### config.mk
export PLATFORM = sky130hd
export DESIGN_NAME = mttp_div_cell
export DESIGN_NICKNAME = d
export VERILOG_FILES = /design/src/hdl/mttp_div_cell.sv
export SDC_FILE = /design/constraint.sdc
export NUM_CORES = 1
export LEC_CHECK = 0
export ABC_AREA = 1
export BUFFER_PORTS_ARGS = -buffer_cell sky130_fd_sc_hd__buf_2
export CAP_MARGIN = 20
export CORE_AREA = 2 2 225 227
export DETAILED_ROUTE_END_ITERATION = 16
export DIE_AREA = 0 0 227 229
export HOLD_SLACK_MARGIN = 0.02
export SYNTH_ARGS = -nofsm -noshare
export SYNTH_HDL_FRONTEND = slang
export SYNTH_SLANG_ARGS = --single-unit
### constraint.sdc
create_clock -name clk -period 3.8 [get_ports clk]
set_clock_uncertainty 0.15 [all_clocks]
set_input_delay 0.76 -clock clk [delete_from_list [all_inputs] [get_ports clk]]
set_output_delay 0.76 -clock clk [all_outputs]
set_load 0.005 [all_outputs]
### src/hdl/mttp_div_cell.sv
// One step of the restoring divider chain: one quotient bit.
`default_nettype none
module mttp_div_cell #(
  parameter int NUM_W = 80,
  parameter int DEN_W = 64
) (
  input  logic             clk,
  input  logic             en,
  input  logic [NUM_W-1:0] num_i,
  input  logic [DEN_W-1:0] den_i,
  input  logic [DEN_W-1:0] rem_i,
  input  logic [NUM_W-1:0] quo_i,
  output logic [NUM_W-1:0] num_o,
  output logic [DEN_W-1:0] den_o,
  output logic [DEN_W-1:0] rem_o,
  output logic [NUM_W-1:0] quo_o
);
  logic [DEN_W:0]   cat_c, diff_c;
  logic             ge_c;

  logic [NUM_W-1:0] num_r, quo_r;
  logic [DEN_W-1:0] den_r, rem_r;

  assign cat_c  = {rem_i, num_i[NUM_W-1]};
  assign ge_c   = (cat_c >= {1'b0, den_i});
  assign diff_c = cat_c - {1'b0, den_i};

  always_ff @(posedge clk) begin
    if (en) begin
      num_r <= {num_i[NUM_W-2:0], 1'b0};
      den_r <= den_i;
      rem_r <= ge_c ? diff_c[DEN_W-1:0] : cat_c[DEN_W-1:0];
      quo_r <= {quo_i[NUM_W-2:0], ge_c};
    end
  end

  assign num_o = num_r;
  assign den_o = den_r;
  assign rem_o = rem_r;
  assign quo_o = quo_r;

endmodule
`default_nettype wire
==> impl_metrics.yaml <==
sta:
  rsz0062_at_grt: "false"
  tightest_slew_ns: 0.800
  timing.fmax_ghz: 0.356
  hold_viol: 0
  setup_ws_ns: 0.991
  slew_headroom_pct: 46.7
  drv_slew: 0
  period_needed_ns: 2.81
  setup_viol: 0
  fin_crit_sh_pct: 73.9
  tns_ns: 0
worst_setup_path:
  critical_path.top_delay_family: "simple AND/OR/NAND/NOR gates"
  crit_slowest_cell: "ha_1"
  critical_path.max_stage_delay_ns: 0.47
  cp-end-kind: "flip-flop"
  required_ns: 4.08
  path_common_cell: "nand2_1"
  crit_type: "primary input to flip-flop"
  timing.critical_path.buf_inv: 4
  cp-start-kind: "primary input"
  cp_max_fo: 17
  cp_cell_sequence: "buf_2 > inv_1 > ha_1 > nand2_1 > nor2_2 > inv_2 > nor2_2 > nand2_1 > nor2_2 > nand2_1 > nand3_2 > nor2_4 > nand2_4 > buf_4 > nand3_1 > nand2_1"
  cp.arrival_ns: 3.09
synthesis:
  synth-seq-cells: 287
  synthArstFlopShare_pct: 0
  syn_nets: 2224
  yosys.area.top_type: "edfxtp_1"
  synth_edf_count: 287
  yosysMostFrequentCell: "nand2_1"
  yosys_warnings: 0
  synthTopCellsByArea: "edfxtp_1, nand2_1, inv_1"
  synth_area_um2: 15900
  synthTopCellsByCount: "nand2_1, inv_1, edfxtp_1, nand3_1, nor2_1"
  synth.distinct_cells: 36
  syn_area_per_cell_um2: 8.51
  yosys.area.top_type_share_pct: 54.2
  yosysSeqAreaShare_pct: 54.2
  syn_inst: 1869
  yosys_most_used_dff: "edfxtp_1"
clocking:
  clkSinkCount: 287
  cts_hold_buf: 0
  clk_pin_slew_ns: 0.06
  cts_tree: "built"
  root_buffer: "clkbuf_16"
  cts_setup_buffers: 0
  cts_buffer_depth: 3
  cts_made_buffers: 30
  htreeDepth: 1
  cts_resized: 0
grt:
  grt_pass1_vias: 14100
  grt_antenna_before_repair: 11
  grt_max_degree: 92
  grt_overflow: 0
  grt_pass1_wl_um: 83800
  track_usage_pct: 21.6
floorplanning:
  die_h_um: 229
  die_x_um: 227
  dieArea_um2: 52000
  initial_utilization_pct: 32.0
  core_um2: 49700
  std_cell_rows: 82
  ios: 578
power:
  peakVddDrop_uv: 327
  power_leakage_uw: 0.0108
  power.total_uw: 8810
  powerDensity_nw_per_um2: 425
placement:
  gp_congestion: 0.942
  postPlaceCellArea_um2: 19700
  io_buffer_count: 575
  place_ws_ns: 0.399
  hpwl_um: 49000
detailed_routing:
  vias_per_cell: 4.51
  totalWireLength_um: 58400
  drt_iter0_markers: 799
  postRouteAntennaNets: 0
  avgRoutedWirePerCell_um: 18.4
  drtPass1Iterations: 5
  vias: 14300
  drc: 0
final_layout:
  post-route-util_pct: 41.7
  nNetsFinal: 2830
  area_growth_pct: 30.3
  drive_gt1_share_pct: 28.5
  design_area_um2: 20700
worst_hold_path:
  min_path_type: "primary input to flip-flop"
run:
  maxCapViolations: 0
status:
  status: "finished, final reports clean"
-- routing by layer --
| layer | share of wire [%] | GRT usage (%) |
|---|---|---|
| met5 | 0.13 | 0 |
| met4 | 2.3 | 5.54 |
| met3 | 6.4 | 3.44 |
| met2 | 51 | 39.8 |
| met1 | 40 | 25.9 |
-- final cells by class --
cell class              count  area [µm²]
multi-input cells        1161        5630
repair buffers            594        3090
inverters                 401        1510
fillers                  5103       28900
well taps                 672         841
diodes                      2        5.00
clock buffers              35         791
clock inverters            19         231
flip-flops and latches    287        8620
-- through the flow --
step                std cells  hold WS (ns)
floorplan                1869         0.709
global placement         3115         0.787
detailed placement       3115         0.788
CTS                      3169         0.167
global route             3171         0.173
finish                   3171         0.207
-- where the power goes --
| part | switching [µW] | total (µW) | internal [µW] |
|---|---|---|---|
| clock network | 1220 | 3050 | 1820 |
| logic | 1160 | 1840 | 679 |
| registers | 72.4 | 3920 | 3850 |
-- layout by cell type (no fill, tap or decap), types with 5 or more instances in the layout --
cell type / n
nor2_2: 16
o21ai_0: 7
bufinv_16: 5
nor2_1: 99
clkinv_1: 6
buf_2: 574
clkbuf_16: 31
nand3_1: 140
buf_4: 14
nand4_1: 7
xor2_1: 30
nand2_2: 25
nor3_1: 8
nor4_1: 5
inv_2: 19
edfxtp_1: 287
nand3b_1: 16
a21oi_1: 44
buf_12: 5
nand2_1: 678
ha_1: 64
inv_1: 381
-- logic make-up after synthesis --
group | after synthesis | share of synthesized area, %
other | 1 | 0.0236
XOR/XNOR | 31 | 1.71
adder cells (fa/ha/maj) | 65 | 5.16
buffers and inverters | 421 | 10.4
AND/OR/NAND/NOR | 1010 | 26.8
flip-flops | 287 | 54.2
AO/OA/AOI/OAI | 54 | 1.75
-- worst paths after layout --
check,startpoint,to,depth (start not counted)
min,num_i[74],num_o[75],1
max,den_i[44],rem_o[37],16
-- state kept, by name, indices dropped and copies added, names as in the netlist --
signal	count
den_o	64
quo_o	80
num_o	79
rem_o	64
Power figures use the tool's default switching activity.
