==> src/hdl/mttp_pkg.sv <==
// Shared constants and types of the trapezoid profile planner.
`default_nettype none
package mttp_pkg;

  localparam int MTTP_FRAC_BITS = 16;
  localparam int MTTP_WORD_BITS = 32;
  localparam int MTTP_CFG_IDX_W = 2;

  localparam logic [MTTP_CFG_IDX_W-1:0] CFG_MIN_VEL = 2'd0;
  localparam logic [MTTP_CFG_IDX_W-1:0] CFG_MAX_VEL = 2'd1;
  localparam logic [MTTP_CFG_IDX_W-1:0] CFG_ACCEL   = 2'd2;

  localparam logic [1:0] ST_OK      = 2'd0;
  localparam logic [1:0] ST_BAD_VEL = 2'd1;
  localparam logic [1:0] ST_NON_POS = 2'd2;
  localparam logic [1:0] ST_SHORT   = 2'd3;

  localparam logic [2:0] MV_ZERO    = 3'd0;
  localparam logic [2:0] MV_ACCEL   = 3'd1;
  localparam logic [2:0] MV_DECEL   = 3'd2;
  localparam logic [2:0] MV_ACC_DEC = 3'd3;
  localparam logic [2:0] MV_SAT     = 3'd4;

  typedef struct packed {
    logic [1:0] status;
    logic [2:0] move_type;
    logic [2:0] point_count;
    logic       need_root;
    logic       br3;
    logic       br4;
  } mttp_ctl_t;

endpackage
`default_nettype wire

==> src/hdl/mttp_sqrt_cell.sv <==
// One step of the restoring square root chain: two radicand bits, one root bit.
`default_nettype none
module mttp_sqrt_cell #(
  parameter int WORD_BITS = mttp_pkg::MTTP_WORD_BITS
) (
  input  logic                   clk,
  input  logic                   en,
  input  logic [2*WORD_BITS-1:0] x_i,
  input  logic [WORD_BITS+1:0]   rem_i,
  input  logic [WORD_BITS-1:0]   root_i,
  output logic [2*WORD_BITS-1:0] x_o,
  output logic [WORD_BITS+1:0]   rem_o,
  output logic [WORD_BITS-1:0]   root_o
);
  localparam int W  = WORD_BITS;
  localparam int XW = 2 * W;
  localparam int RW = W + 2;

  logic [RW+1:0] cat_c, trial_c, diff_c;
  logic          ge_c;

  logic [XW-1:0] x_r;
  logic [RW-1:0] rem_r;
  logic [W-1:0]  root_r;

  assign cat_c   = {rem_i, x_i[XW-1:XW-2]};
  assign trial_c = {2'b00, root_i, 2'b01};
  assign ge_c    = (cat_c >= trial_c);
  assign diff_c  = cat_c - trial_c;

  always_ff @(posedge clk) begin
    if (en) begin
      x_r    <= {x_i[XW-3:0], 2'b00};
      rem_r  <= ge_c ? diff_c[RW-1:0] : cat_c[RW-1:0];
      root_r <= {root_i[W-2:0], ge_c};
    end
  end

  assign x_o    = x_r;
  assign rem_o  = rem_r;
  assign root_o = root_r;

endmodule
`default_nettype wire

==> config.mk <==
export PLATFORM = sky130hd
export DESIGN_NAME = mttp_sqrt_cell
export DESIGN_NICKNAME = d
export VERILOG_FILES = /design/src/hdl/mttp_pkg.sv /design/src/hdl/mttp_sqrt_cell.sv
export SDC_FILE = /design/constraint.sdc
export NUM_CORES = 1
export LEC_CHECK = 0
export BUFFER_PORTS_ARGS = -buffer_cell sky130_fd_sc_hd__buf_2
export CAP_MARGIN = 20
export CORE_MARGIN = 2
export CORE_UTILIZATION = 44
export CTS_CLUSTER_SIZE = 24
export DETAILED_ROUTE_END_ITERATION = 16
export GPL_TIMING_DRIVEN = 1
export PLACE_DENSITY = 0.8
export SLEW_MARGIN = 10
export SYNTH_ARGS = -nofsm -noshare
export SYNTH_HDL_FRONTEND = slang
export SYNTH_SLANG_ARGS = --single-unit
==> constraint.sdc <==
create_clock -name clk -period 2.6 [get_ports clk]
set_clock_uncertainty 0.1 [all_clocks]
set_input_delay 0.52 -clock clk [delete_from_list [all_inputs] [get_ports clk]]
set_output_delay 0.52 -clock clk [all_outputs]
set_load 0.005 [all_outputs]
==> summary.txt <==
Timing
  • Fin crit period: approximately 2.6 ns
  • RSZ-0062 raised after global routing: true
  • Max-slew violation count: 0
  • Max Freq: a little under 400 MHz
  • Final setup vio count: 0
  • Fin Hold WS: between 0.15 and 0.2 ns
  • Setup WS post-layout: between 0.04 and 0.05 ns
  • Hold Vio Cnt, Final: 0
  • Share of the clock period used by the worst path: 98.4%

Floorplanning
  • Core Area: approximately 14,000 um2
  • Die X: around 120 um
  • Die area: between 15,000 and 20,000 um2
  • Die Ht: about 120 um
  • Initial Util: about 45%
  • IO Count: roughly 260
  • # rows: 43

Yosys
  • Area leader, netlist: edfxtp_1
  • Asr flop ratio synth: 0%
  • Number of library cell types mapped by synthesis: 62
  • Post-synth top area share: approximately three fifths
  • Synth top area cells: edfxtp_1, ha_1, nand2_1
  • Synthesized flop and latch total: around 130
  • Sequential-to-total area share from yosys stat: 60.9%
  • Cells after synthesis: 507
  • Post-Synthesis Cell Area: about 6300 um2
  • Top-count cell post-synth: edfxtp_1
  • Synth Warn #: 0
  • EDFF count, synth: between 100 and 150
  • Most frequent cells after synthesis: edfxtp_1, nand2_1, inv_1
  • Ys flop type: edfxtp_1
  • Syn_area_per_cell: approximately 12 um2

Critical path
  • Critical path buffer and inverter count: 1
  • Slowest-stage cell, CP: a311oi_2
  • CP top delay family: compound AO/OA/AOI/OAI gates
  • Crit start category: input pin
  • Kind of critical path: input pin to flip-flop
  • CP Depth: 10
  • CP cell instances: buf_6 -> ha_4 -> a21o_1 -> or3_1 -> o21a_1 -> a311oi_2 -> o21ai_2 -> a31oi_4 -> mux2i_1 -> a31o_1
  • Crit-path max FO: 5
  • CP Data Arrival Time: 2.64 ns
  • Worst setup path endpoint: rem_o[26]
  • CP peak stage delay: roughly 0.33 ns
  • Crit path capture type: flip-flop
  • Worst Setup SP: rem_i[3]
  • Required time of the worst setup path: about 2.7 ns

Global route
  • First-pass GRT wire length: between 20 and 30 mm
  • Pin count of the biggest net entering global routing: between 40 and 50
  • Number of global-route vias before repair: ~5,300
  • Gr ovfl total: 0
  • Initial antenna violation count: 2
  • Total track usage: roughly a quarter

Pwr
  • NetSw: 1.61 mW
  • Max rail drop VDD: 493 uV
  • Internal power: between 4 and 5 mW
  • Clock power share: between 30% and 40%
  • Sequential Power Share: a little over two fifths
  • Cell Pwr Density: 639 nW/um2
  • Leakage Power: between 4 and 5 nW
  • PnR Total Power: ~6.1 mW
  • Comb power frac: 21.8%
  • Sw frac: between 20% and 30%

Min path
  • HP Class: input pin to flip-flop

Final layout
  • Fillcell total: roughly 1,000
  • NumNets Final: between 1,000 and 1,500
  • Area Growth Syn to Fin: 51.6%
  • Post-Layout Cell Count: 1,068
  • Design area: roughly 9600 um2
  • Layout cells sized above 1: a little over half

Run
  • # Max-Cap Violations: 0

Route
  • Vias per inst: approximately 5.1
  • Drt total wl: 18.7 mm
  • Drt first pass iters: 4
  • ANT nets after route: 0
  • DR WL/cell: around 17 um
  • Vias: around 5,400
  • DRC violations left: 0
  • DRT iter0 DRCs: ~240

Placement
  • Dpl hpwl: between 10 and 15 mm
  • Placer Congestion: 0.826
  • Placed Area: approximately 8800 um2
  • Number of port buffers: about 260
  • Pre-CTS WS: -0.501 ns
  • Post-Place Cells: ~1,000

CTS
  • H-tree depth: 4
  • Clock sinks: between 100 and 150
  • Hold Buf Count CTS: 0
  • Root Buffer Master: clkbuf_16
  • CTS tree: done
  • Total CTS buffers: 17
  • Clock Path Buffers: 2
  • Reg clk slew, reported paths: roughly 0.06 ns

Status
  • Status: finished clean
==> how the worst min path moves through the flow <==
| stage | start | to | slack [ns] | cells after the start |
|---|---|---|---|---|
| 2_1_floorplan | root_i[9] | root_o[10] | 0.52 | 0 |
| 3_3_place_gp | x_i[7] | x_o[9] | 0.60 | 1 |
| 4_1_cts | x_i[4] | x_o[6] | 0.16 | 1 |
| 3_5_place_dp | x_i[42] | x_o[44] | 0.60 | 1 |
| 6_report | x_i[24] | x_o[26] | 0.17 | 1 |
| 5_1_grt | x_i[22] | x_o[24] | 0.15 | 1 |
==> power groups by stage <==
| stage | combinational, mW | sequential (mW) | clock (mW) |
|---|---|---|---|
| floorplan | 0.562 | 2.65 | 0 |
| global placement | 1.23 | 2.61 | 0 |
| detailed placement | 1.25 | 2.62 | 0 |
| CTS | 1.27 | 2.58 | 2.24 |
| global route | 1.47 | 2.60 | 2.33 |
| finish | 1.34 | 2.58 | 2.20 |
==> metal layers <==
| layer | vias up | wire length, um | track usage, % |
|---|---|---|---|
| met3 | 37 | 1580 | 8.10 |
| met1 | 2563 | 6880 | 25.2 |
| met5 | - | 13 | 0 |
| li1 | 2611 | - | - |
| met4 | 2 | 511 | 10.4 |
| met2 | 211 | 9660 | 41.8 |
==> cell usage in the layout, fill, tap and decap left out, drive strengths merged, types with 6 or more instances in the layout <==
master    n
edfxtp  128
a21oi    28
clkinv    8
a21o     20
inv      43
nor2     18
nand2    58
nor3     10
o21ai    46
nand3     6
ha       34
xor2     13
xnor2    14
nand4     7
clkbuf   20
buf     362
==> cell families (layout without fill, tap and decap cells) <==
group | count (synthesis) | after routing | share of synthesized area (%)
and+or+nand+nor | 120 | 120 | 8.88
buffers and inverters | 59 | 438 | 4.08
muxes | 5 | 5 | 0.872
adders and majority gates | 34 | 34 | 6.74
other | 1 | 3 | 0.0594
DFF | 128 | 128 | 60.9
AOI/OAI and AO/OA | 133 | 133 | 14.8
xor gates and xnor gates | 27 | 27 | 3.74
==> what timing repair did <==
action / 4_1_cts / 5_1_grt
resized for setup: 4 / 36
hold endpoints to repair: 0 / 0
endpoints found under the setup margin: 14 / 33
pin swaps: 2 / 25
buffers inserted: 0 / 7
gates cloned: 0 / 1
==> registers in the layout, indices dropped and copies added, names as in the netlist <==
signal  cells
rem_o      34
root_o     32
x_o        62
==> per-stage QoR <==
step                      TNS (ns)  utilization (%)
after floorplan             -0.624                -
after global placement      -13.19             62.8
after detailed placement    -14.64             62.8
after CTS                        0             66.9
after global routing       -0.0787             68.7
final                            0             68.7
==> area by class of cell <==
cell class | instances | area (um2) | area share [%]
antenna | 1 | 2.50 | 0.0261
clock buffer | 18 | 429 | 4.48
clock inverter | 13 | 118 | 1.23
inverter | 43 | 196 | 2.05
multi-input combinational | 321 | 2570 | 26.9
sequential | 128 | 3840 | 40.2
tap | 180 | 225 | 2.35
timing repair buffer | 364 | 2180 | 22.8
(Power assumes the default switching activity.)
